File: src/design/utf8_bigram_span_tokenizer_assert.svh
// Assertion macros for the UTF-8 bigram span tokenizer
`ifndef UTF8_BIGRAM_SPAN_TOKENIZER_ASSERT_SVH
`define UTF8_BIGRAM_SPAN_TOKENIZER_ASSERT_SVH
`ifndef NO_ASSERTIONS
`define UBST_ASSERT(label, clk, rst_n, prop) \
	label: assert property (@(posedge clk) disable iff (!rst_n) prop) \
		else $error("tokenizer assertion failed");
`define UBST_ASSERT_ALWAYS(label, clk, prop) \
	label: assert property (@(posedge clk) prop) \
		else $error("tokenizer assertion failed");
`else
`define UBST_ASSERT(label, clk, rst_n, prop)
`define UBST_ASSERT_ALWAYS(label, clk, prop)
`endif
`endif

File: src/design/ubst_pkg.sv
// Shared types, constants and helpers of the UTF-8 bigram span tokenizer
`timescale 1ns / 1ps
package ubst_pkg;

	localparam int OFFSET_BITS_DEF = 32;
	localparam int QUEUE_DEPTH     = 4;
	localparam int QPTR_BITS       = $clog2(QUEUE_DEPTH);
	localparam int QCNT_BITS       = $clog2(QUEUE_DEPTH + 1);

	localparam logic [7:0] ASCII_HI = 8'h7f;
	localparam logic [7:0] LEAD2_LO = 8'hc2;
	localparam logic [7:0] LEAD2_HI = 8'hdf;
	localparam logic [7:0] LEAD3_LO = 8'he0;
	localparam logic [7:0] LEAD3_HI = 8'hef;
	localparam logic [7:0] LEAD4_LO = 8'hf0;
	localparam logic [7:0] LEAD4_HI = 8'hf4;
	localparam logic [7:0] LEAD_E0  = 8'he0;
	localparam logic [7:0] LEAD_ED  = 8'hed;
	localparam logic [7:0] LEAD_F0  = 8'hf0;
	localparam logic [7:0] LEAD_F4  = 8'hf4;
	localparam logic [7:0] CONT_LO  = 8'h80;
	localparam logic [7:0] CONT_HI  = 8'hbf;
	localparam logic [7:0] E0_LO    = 8'ha0;
	localparam logic [7:0] ED_HI    = 8'h9f;
	localparam logic [7:0] F0_LO    = 8'h90;
	localparam logic [7:0] F4_HI    = 8'h8f;

	typedef enum logic [1:0] {
		ST_OK       = 2'd0,
		ST_INVALID  = 2'd1,
		ST_OVERFLOW = 2'd2
	} status_t;

	typedef enum logic {
		KIND_TOKEN  = 1'b0,
		KIND_STATUS = 1'b1
	} kind_t;

	typedef struct packed {
		logic [7:0] data_byte;
		logic       end_of_text;
	} text_word_t;

	typedef struct packed {
		kind_t       item_kind;
		logic [31:0] span_start;
		logic [31:0] span_end;
		logic [31:0] bigram_index;
		status_t     text_status;
		logic        final_item;
	} token_word_t;

	typedef struct packed {
		logic [1:0] count;
	} push_t;

	function automatic logic cont_ok(input logic [7:0] b, input logic [1:0] seq,
			input logic [7:0] lead);
		logic [7:0] lo;
		logic [7:0] hi;
		lo = CONT_LO;
		hi = CONT_HI;
		if (seq == 2'd0) begin
			case (lead)
				LEAD_E0: lo = E0_LO;
				LEAD_ED: hi = ED_HI;
				LEAD_F0: lo = F0_LO;
				LEAD_F4: hi = F4_HI;
				default: ;
			endcase
		end
		return (b >= lo) && (b <= hi);
	endfunction

endpackage

File: src/design/ubst_core.sv
// Input register, UTF-8 validation, offset tracking and token generation
`timescale 1ns / 1ps
`include "utf8_bigram_span_tokenizer_assert.svh"
module ubst_core #(
	parameter int OFFSET_BITS = ubst_pkg::OFFSET_BITS_DEF
) (
	input  logic                      clk,
	input  logic                      arst_n,
	input  logic                      text_valid,
	output logic                      text_stall,
	input  ubst_pkg::text_word_t      text_word,
	input  logic                      room,
	output ubst_pkg::push_t           push,
	output ubst_pkg::token_word_t     res0,
	output ubst_pkg::token_word_t     res1
);
	import ubst_pkg::*;

	logic                   valid_s1;
	text_word_t             word_s1;
	logic                   go;

	logic [OFFSET_BITS-1:0] off_q, prev_q, cur_q;
	logic [1:0]             pend_q, seq_q;
	logic [7:0]             lead_q;
	logic                   have_q;
	logic [31:0]            cnt_q;
	status_t                err_q;

	logic [OFFSET_BITS-1:0] off_d, prev_d, cur_d, end_off;
	logic [1:0]             pend_d, seq_d;
	logic [7:0]             lead_d;
	logic                   have_d;
	logic [31:0]            cnt_d;
	status_t                err_d;
	status_t                final_st;
	logic                   complete;
	logic                   tok;
	logic [7:0]             b;

	token_word_t            tok_word, st_word;

	assign go         = valid_s1 && room;
	assign text_stall = valid_s1 && !room;

	always_ff @(posedge clk or negedge arst_n) begin
		if (!arst_n) begin
			valid_s1 <= 1'b0;
		end else if (text_valid && !text_stall) begin
			valid_s1 <= 1'b1;
		end else if (go) begin
			valid_s1 <= 1'b0;
		end
	end

	always_ff @(posedge clk) begin
		if (text_valid && !text_stall) begin
			word_s1 <= text_word;
		end
	end

	assign b       = word_s1.data_byte;
	assign end_off = off_q + OFFSET_BITS'(1);

	always_comb begin
		off_d    = off_q;
		prev_d   = prev_q;
		cur_d    = cur_q;
		pend_d   = pend_q;
		seq_d    = seq_q;
		lead_d   = lead_q;
		have_d   = have_q;
		cnt_d    = cnt_q;
		err_d    = err_q;
		complete = 1'b0;
		tok      = 1'b0;
		if (err_q == ST_OK) begin
			if (off_q == '1) begin
				err_d = ST_OVERFLOW;
			end else begin
				if (pend_q == 2'd0) begin
					cur_d  = off_q;
					lead_d = b;
					seq_d  = 2'd0;
					if (b <= ASCII_HI) begin
						complete = 1'b1;
					end else if (b inside {[LEAD2_LO:LEAD2_HI]}) begin
						pend_d = 2'd1;
					end else if (b inside {[LEAD3_LO:LEAD3_HI]}) begin
						pend_d = 2'd2;
					end else if (b inside {[LEAD4_LO:LEAD4_HI]}) begin
						pend_d = 2'd3;
					end else begin
						err_d = ST_INVALID;
					end
				end else if (cont_ok(b, seq_q, lead_q)) begin
					pend_d = pend_q - 2'd1;
					seq_d  = seq_q + 2'd1;
					complete = (pend_q == 2'd1);
				end else begin
					err_d = ST_INVALID;
				end
				if (err_d == ST_OK) begin
					if (complete) begin
						if (have_q) begin
							tok = 1'b1;
							if (cnt_q == '1) begin
								err_d = ST_OVERFLOW;
							end else begin
								cnt_d = cnt_q + 32'd1;
							end
						end
						prev_d = cur_d;
						have_d = 1'b1;
					end
					off_d = end_off;
				end
			end
		end
		final_st = err_d;
		if (final_st == ST_OK && pend_d != 2'd0) begin
			final_st = ST_INVALID;
		end
	end

	always_comb begin
		tok_word              = '0;
		tok_word.item_kind    = KIND_TOKEN;
		tok_word.span_start   = 32'(prev_q);
		tok_word.span_end     = 32'(end_off);
		tok_word.bigram_index = cnt_q;
		tok_word.text_status  = ST_OK;
		tok_word.final_item   = 1'b0;

		st_word             = '0;
		st_word.item_kind   = KIND_STATUS;
		st_word.text_status = final_st;
		st_word.final_item  = 1'b1;

		res0       = tok ? tok_word : st_word;
		res1       = st_word;
		push.count = 2'd0;
		if (go) begin
			push.count = 2'(tok) + 2'(word_s1.end_of_text);
		end
	end

	always_ff @(posedge clk or negedge arst_n) begin
		if (!arst_n) begin
			off_q  <= '0;
			prev_q <= '0;
			cur_q  <= '0;
			pend_q <= '0;
			seq_q  <= '0;
			lead_q <= '0;
			have_q <= 1'b0;
			cnt_q  <= '0;
			err_q  <= ST_OK;
		end else if (go) begin
			if (word_s1.end_of_text) begin
				off_q  <= '0;
				prev_q <= '0;
				cur_q  <= '0;
				pend_q <= '0;
				seq_q  <= '0;
				lead_q <= '0;
				have_q <= 1'b0;
				cnt_q  <= '0;
				err_q  <= ST_OK;
			end else begin
				off_q  <= off_d;
				prev_q <= prev_d;
				cur_q  <= cur_d;
				pend_q <= pend_d;
				seq_q  <= seq_d;
				lead_q <= lead_d;
				have_q <= have_d;
				cnt_q  <= cnt_d;
				err_q  <= err_d;
			end
		end
	end

	`UBST_ASSERT(a_push_needs_room, clk, arst_n, (push.count != 2'd0) |-> room)
	`UBST_ASSERT(a_clear_after_last, clk, arst_n,
		(go && word_s1.end_of_text) |=> (off_q == '0 && err_q == ST_OK && !have_q))
	`UBST_ASSERT(a_error_sticky, clk, arst_n,
		(err_q != ST_OK && !(go && word_s1.end_of_text)) |=> (err_q == $past(err_q)))
	`UBST_ASSERT(a_no_token_after_error, clk, arst_n,
		(err_q != ST_OK) |-> !tok)

endmodule

File: src/design/ubst_queue.sv
// Result queue that takes up to two words per cycle and hands out one while token_stall is low
`timescale 1ns / 1ps
`include "utf8_bigram_span_tokenizer_assert.svh"
module ubst_queue (
	input  logic                  clk,
	input  logic                  arst_n,
	input  ubst_pkg::push_t       push,
	input  ubst_pkg::token_word_t res0,
	input  ubst_pkg::token_word_t res1,
	output logic                  room,
	output logic                  token_valid,
	input  logic                  token_stall,
	output ubst_pkg::token_word_t token_word
);
	import ubst_pkg::*;

	token_word_t          entry_q [QUEUE_DEPTH];
	logic [QPTR_BITS-1:0] wr_q, rd_q;
	logic [QCNT_BITS-1:0] count_q;
	logic                 pop;

	assign room        = count_q <= QCNT_BITS'(QUEUE_DEPTH - 2);
	assign token_valid = count_q != '0;
	assign token_word  = entry_q[rd_q];
	assign pop         = token_valid && !token_stall;

	always_ff @(posedge clk) begin
		if (push.count != 2'd0) begin
			entry_q[wr_q] <= res0;
		end
		if (push.count == 2'd2) begin
			entry_q[wr_q + QPTR_BITS'(1)] <= res1;
		end
	end

	always_ff @(posedge clk or negedge arst_n) begin
		if (!arst_n) begin
			wr_q    <= '0;
			rd_q    <= '0;
			count_q <= '0;
		end else begin
			wr_q    <= wr_q + QPTR_BITS'(push.count);
			rd_q    <= rd_q + QPTR_BITS'(pop);
			count_q <= count_q + QCNT_BITS'(push.count) - QCNT_BITS'(pop);
		end
	end

	`UBST_ASSERT(a_count_bound, clk, arst_n, count_q <= QCNT_BITS'(QUEUE_DEPTH))
	`UBST_ASSERT(a_push_fits, clk, arst_n,
		(push.count != 2'd0) |-> (count_q <= QCNT_BITS'(QUEUE_DEPTH - 2)))
	`UBST_ASSERT(a_head_holds, clk, arst_n,
		(token_valid && token_stall) |=> (token_valid && $stable(token_word)))

endmodule

File: src/design/utf8_bigram_span_tokenizer.sv
// Top level of the UTF-8 bigram span tokenizer
//
// The text channel (text_valid, text_stall, text_word) carries one byte of a
// UTF-8 text per word, with end_of_text set on the last byte of each text.
// The token channel (token_valid, token_stall, token_word) returns bigram
// tokens as code points complete, and one status word after the last byte of
// every text; final_item marks the last word that a text causes.
// A byte is taken into an input register, decoded against the running state
// in that cycle and its results written into a four-entry result queue.
// A token word passes the input register and then a queue entry before it is offered.
// One byte is accepted per cycle while the queue keeps room for two words;
// sustained rate is one word out per cycle while token_stall is low, so a byte
// that yields both a token and a status adds two words to the queue.
// Reset clears all text state and empties the queue. When the receiver
// stalls, the head word holds; once three words wait, a held byte raises text_stall.
// Tokens of a text whose status is not ok must be discarded by the receiver.
`timescale 1ns / 1ps
module utf8_bigram_span_tokenizer #(
	parameter int OFFSET_BITS = ubst_pkg::OFFSET_BITS_DEF
) (
	input  logic                  clk,
	input  logic                  arst_n,
	input  logic                  text_valid,
	output logic                  text_stall,
	input  ubst_pkg::text_word_t  text_word,
	output logic                  token_valid,
	input  logic                  token_stall,
	output ubst_pkg::token_word_t token_word
);
	import ubst_pkg::*;

	push_t       push;
	token_word_t res0, res1;
	logic        room;

	ubst_core #(
		.OFFSET_BITS(OFFSET_BITS)
	) u_core (
		.clk        (clk),
		.arst_n     (arst_n),
		.text_valid (text_valid),
		.text_stall (text_stall),
		.text_word  (text_word),
		.room       (room),
		.push       (push),
		.res0       (res0),
		.res1       (res1)
	);

	ubst_queue u_queue (
		.clk         (clk),
		.arst_n      (arst_n),
		.push        (push),
		.res0        (res0),
		.res1        (res1),
		.room        (room),
		.token_valid (token_valid),
		.token_stall (token_stall),
		.token_word  (token_word)
	);

endmodule
File: config.mk
export PLATFORM = sky130hd
export DESIGN_NAME = utf8_bigram_span_tokenizer
export DESIGN_NICKNAME = d
export VERILOG_FILES = /design/src/design/ubst_pkg.sv /design/src/design/ubst_core.sv /design/src/design/ubst_queue.sv /design/src/design/utf8_bigram_span_tokenizer.sv
export VERILOG_INCLUDE_DIRS = /design/src /design/src/design
export SDC_FILE = /design/constraint.sdc
export NUM_CORES = 1
export LEC_CHECK = 0
export ABC_AREA = 1
export BUFFER_PORTS_ARGS = -buffer_cell sky130_fd_sc_hd__buf_2
export CAP_MARGIN = 20
export CORE_MARGIN = 4
export CORE_UTILIZATION = 35
export DETAILED_ROUTE_END_ITERATION = 10
export PLACE_DENSITY_LB_ADDON = 0.2
export SLEW_MARGIN = 40
export SYNTH_ARGS = -nofsm -noshare
export SYNTH_HDL_FRONTEND = slang
export SYNTH_SLANG_ARGS = --single-unit
File: constraint.sdc
create_clock -name clk -period 5.65 [get_ports clk]
set_input_delay 0.8475 -clock clk [delete_from_list [all_inputs] [get_ports clk]]
set_output_delay 0.8475 -clock clk [all_outputs]
set_load 0.01 [all_outputs]
* Word level (Yosys, flattened, before mapping)
Memory sizes are Yosys's and may differ from the RTL's. Index checks and enable logic that the tools add are counted.
Word-level totals: memory bits (writable) 400, memories 1, register bits after elaboration 160, output and inout port bits 102
Operators by class: muxes and demuxes 87, magnitude comparators 10, reductions and logical operators 33, $add $sub $neg 10, eq/ne operators 10
Memories:
- u_queue.entry_q | words 4, width 100, read ports 1, clocked after memory_dff 0, write ports 2, RTL line ubst_queue.sv:17 | token_word_t entry_q [QUEUE_DEPTH];
Operator list (count):
- $mux 32 | 20
- $mux 100 | 1
- $mux 8 | 12
- $add 32x1->32 const B | 2
- $eq 32x32->1 const B | 2
- $mux 2 | 31
- $eq 8x8->1 const B | 4
- $ge 8x8->1 const B | 3
- $le 8x8->1 const B | 3
- $pmux 6 s2 | 2
- $mux 1 | 21
- $reduce_bool 2->1 | 8
- $reduce_and 4->1 | 3
- $logic_not 2->1 | 5
- $logic_and 1x1->1 | 9
- $ge 8x8->1 | 1
- $le 8x7->1 const B | 1
- $le 8x8->1 | 1
- $reduce_and 7->1 | 1
- $reduce_bool 3->1 | 2
- $reduce_and 5->1 | 1
- $add 2x1->2 const B | 2
- $ne 2x1->1 const B | 2
- $add 3x2->3 | 1
- other kinds (10) | 12

* Longest topological paths before layout
depth after elaboration 22, gate-level depth with buffers 29, mapped depth without buffers 27

* Cells and area by module
Synthesis repeated with hierarchy kept, for this count alone.
Unflattened totals: cell total of the unflattened synthesis 3458, area, all modules 29679.7 um^2
By module, submodules not included:
- ubst_queue | area each 19937.9 um^2, cells each 2120, sequential area each 12186.7 um^2, instances 1
- ubst_core | area each 9741.8 um^2, cells each 1338, sequential area each 3873.7 um^2, instances 1

* Least setup slack after synthesis
OpenSTA, ideal clock, no wires.
kind reg2reg, start register u_core.lead_q[1], end memory u_queue.entry_q[0][29] (netlist name), arrival time 3783 ps, cell stages (with the launch flop) 26, required time 5591 ps, period minus slack after synthesis 3841 ps, buffers on the path 2, slack 1809 ps, cells stage by stage dfrtp_1 -> nor2_1 -> nand2_1 -> or4_1 -> o21ai_0 -> ha_1 -> nand2_1 -> a21oi_1 -> nand2_1 -> nand2_1 -> nand2_1 -> inv_2 -> or2_1 -> nor4_1 -> ha_1 -> inv_1 -> nor2_1 -> nor2_1 -> nor3_2 -> inv_2 -> nand2_1 -> inv_2 -> buf_2 -> buf_2 -> nand2_1 -> nand2_1
RTL lines:
- start, declared | RTL line ubst_core.sv:25 | logic [7:0] lead_q;
- start signal, assigned | RTL line ubst_core.sv:176 | lead_q <= lead_d;
- end, declared | RTL line ubst_queue.sv:17

==> out/qor.yml <==
status:
  outcome: "finished, final reports clean"
clock_network:
  root_buffer: "clkbuf_16"
  clock_sinks: 556
  htreeDepth: 2
  cts_resized: 0
  clk_pin_slew_ns: 0.07
  cts_hold_buf: 0
  cts_buffer_depth: 3
  cts_setup_buffers: 0
  cts_tree: "yes"
  insertion_delay_ns: 0.65
  cts_buffers: 60
detailed_routing:
  drt_iter0_drc: 2397
  num_vias: 24129
  drcViolationCount: 0
  routed_wl_um: 84100
  vias_per_cell: 5.38
  antenna_left: 0
  drt-pass1-iter-count: 8
  wl_per_cell_um: 18.7
power_and_ir_drop:
  p_leak_nw: 13.2
  power-per-cell-area_mw_per_mm2: 482
  ir_drop_mv: 0.297
yosys:
  synth.distinct_cells: 36
  syn_inst: 3554
  async_flop_share: 0.272
  synth_area_leaders: "dfxtp_1, nand2_1, dfrtp_1"
  synth-warning-count: 0
  yosys.area.top_type: "dfxtp_1"
  seq_area_frac_synth: 0.467
  synth-edff-count: 17
  syn_avg_cell_area_sq_um: 7.26
  synth_ff_type: "dfxtp_1"
  syn_area_sq_mm: 0.0258
  synth_top_area_share: 0.301
  syn-num-nets: 3583
  ys_ff_latch: 556
grt:
  grt_max_degree: 174
  grt_usage: 0.209
  grt_antenna_before_repair: 2
  grt_pass1_wl_um: 133000
  grt_overflow: 0
  grt_pass1_vias: 22718
floorplan:
  dieArea_sq_mm: 0.0781
  rows: 99
  core-area_sq_mm: 0.0730
  fp.dieH_um: 280
  io_pins: 115
  start_util: 0.354
  fp.dieW_um: 280
timing:
  skew_ns: 0.0297
  maxSlewViolCount: 0
  finalHoldViolCount: 0
  min_period_ns: 5.10
  fmax_mhz: 196
  setup_ws_ns: 0.547
  finalSetupViolations: 0
  rsz0062_at_grt: "false"
  relSlewSlack: 0.451
  fin_tns_setup_ns: 0
  worstMarginPinSlew_ns: 0.824
  fin_crit_sh: 0.903
flow_run:
  cap_violations: 0
finish:
  multi_input_area_sq_mm: 0.0121
  n_fill_cell: 7544
  syn_to_final_growth_pct: 12.4
  register_area_sq_mm: 0.0121
  drive_gt1_frac: 0.0880
  diodes: 0
  num-nets-final: 3502
setup_path:
  r2r_cells: 23
  path_cells: "nor2_1, nand2_1, or4_1, o21ai_0, ha_1, nand2_1, a21oi_1, nand2_1, nand2_1, nand2_1, nand2_1, nor2_4, nand2_1, nor4_1, ha_1, inv_1, nor2_1, nor2_1, nor3_4, buf_4, buf_4, nand4_1, nand2_1"
  cp_slowest_stage_delay_ns: 0.72
  crit_fanout: 49
  worst_setup_path_start_kind: "flop"
  crit_path_end_kind: "flop"
  criticalPathCategory: "flop to flop"
  required_ns: 6.21
  crit_top_cell: "nand2_1"
  critPathSlowestCell: "buf_4"
  arrival_ns: 5.67
min_path:
  hold_path.class: "input port to async pin"
place:
  io_buffers: 114
  dpl.hpwl_um: 49400
  dp_slack_ns: 0.604
  gp_congestion: 0.921
per-layer routing:
metal	global-route usage	routed length, um
met5	0	20
met3	0.0263	4450
met2	0.326	37300
met1	0.309	41000
met4	0.0460	1340
kinds of logic after synthesis:
logic type      count (synthesis)  synth area share
compound gates                505             0.103
buf+inv                       434            0.0682
xor+xnor                       33            0.0112
fa+ha+maj                      16           0.00805
flops                         556             0.467
simple gates                 2010             0.342
state kept, by name, indices dropped and copies added, names as in the netlist, 2 cells and up:
register	cells
u_queue.wr_q	2
u_core.prev_q	32
u_core.off_q	32
u_core.seq_q	2
u_core.pend_q	2
u_core.err_q	2
u_queue.rd_q	2
u_core.lead_q	8
u_core.cur_q	32
u_core.b	8
u_queue.entry_q	396
u_queue.count_q	3
u_core.cnt_q	32
synthesized netlist by cell type, types with 19 or more instances:
cell type,count
nand2_1,1178
nand4_1,406
dfxtp_1,388
o21ai_0,342
nor2_1,289
clkbuf_1,201
dfrtp_1,151
inv_1,117
o22ai_1,104
buf_2,93
nand3_1,66
a21oi_1,44
xor2_1,31
nor3_1,24
or2_2,19
final cells by class:
| cell class | count | area share |
|---|---|---|
| repair buffers | 159 | 0.0380 |
| clock inverters | 14 | 0.00462 |
| clock buffers | 99 | 0.0667 |
| multi-input cells | 2564 | 0.416 |
| inverters | 132 | 0.0175 |
| flip-flops and latches | 556 | 0.416 |
| well taps | 959 | 0.0414 |
worst max-delay path, delay by kind of cell, from the launching register on:
| family | cells | cell delay (ns) |
|---|---|---|
| adder cells (fa/ha/maj) | 2 | 0.47 |
| AO/OA/AOI/OAI | 2 | 0.24 |
| buffers and inverters | 3 | 1.41 |
| AND/OR/NAND/NOR | 16 | 2.49 |
| flip-flops | 1 | 0.39 |
where the power goes:
| group | switching, mW | total, mW | internal, mW |
|---|---|---|---|
| clock network | 1.68 | 4.06 | 2.38 |
| logic | 3.77 | 5.18 | 1.42 |
| registers | 0.395 | 4.73 | 4.33 |
| total | 5.84 | 14.0 | 8.12 |
per-stage QoR:
stage / cell area (sq um) / power, mW / hold slack, ns / util / cells
floorplan: 25800 / 7.96 / 0.421 / - / 3554
global placement: 26900 / 10.0 / 0.432 / 0.368 / 4368
detailed placement: 26900 / 10.0 / 0.435 / 0.369 / 4369
CTS: 29000 / 14.1 / 0.242 / 0.397 / 4482
global route: 29000 / 14.8 / 0.271 / 0.397 / 4483
finish: 29000 / 14.0 / 0.226 / 0.397 / 4483
placed cells by master (no fill, tap or decap), types with 2 or more instances in the layout:
cell type	Yosys	layout
clkbuf_8	0	20
buf_6	0	2
nor3b_1	2	2
or2_2	19	19
clkbuf_1	201	15
inv_2	14	11
buf_2	93	113
buf_12	0	14
inv_1	117	115
xor2_1	31	31
nor3_1	24	24
dfrtp_4	0	2
buf_4	4	29
nand3_1	66	64
nor4_1	8	8
clkbuf_16	0	64
xnor2_1	2	2
nor3_4	0	5
clkinv_2	0	14
o21ai_1	12	12
nand4_1	406	406
ha_1	15	14
dfrtp_1	151	149
a21oi_1	44	44
o21ai_0	342	342
o22ai_1	104	104
dfxtp_1	388	388
edfxtp_1	17	17
nor2_2	3	4
nand3b_1	6	6
nand2_1	1178	1177
nor2_1	289	288
worst paths after layout:
kind	startpoint	slack, ns	to
min in group clk	text_word[7]	0.39	u_core.b[6]
max	u_core.lead_q[1]	0.55	u_queue.entry_q[0][95]
max in group asynchronous	arst_n	4.42	u_core.prev_q[31]
min reg2reg	u_queue.entry_q[1][8]	0.45	u_queue.entry_q[1][8]
max reg2reg	u_core.lead_q[1]	0.55	u_queue.entry_q[0][95]
min	arst_n	0.23	u_core.cnt_q[18]
(Power assumes the default switching activity.)
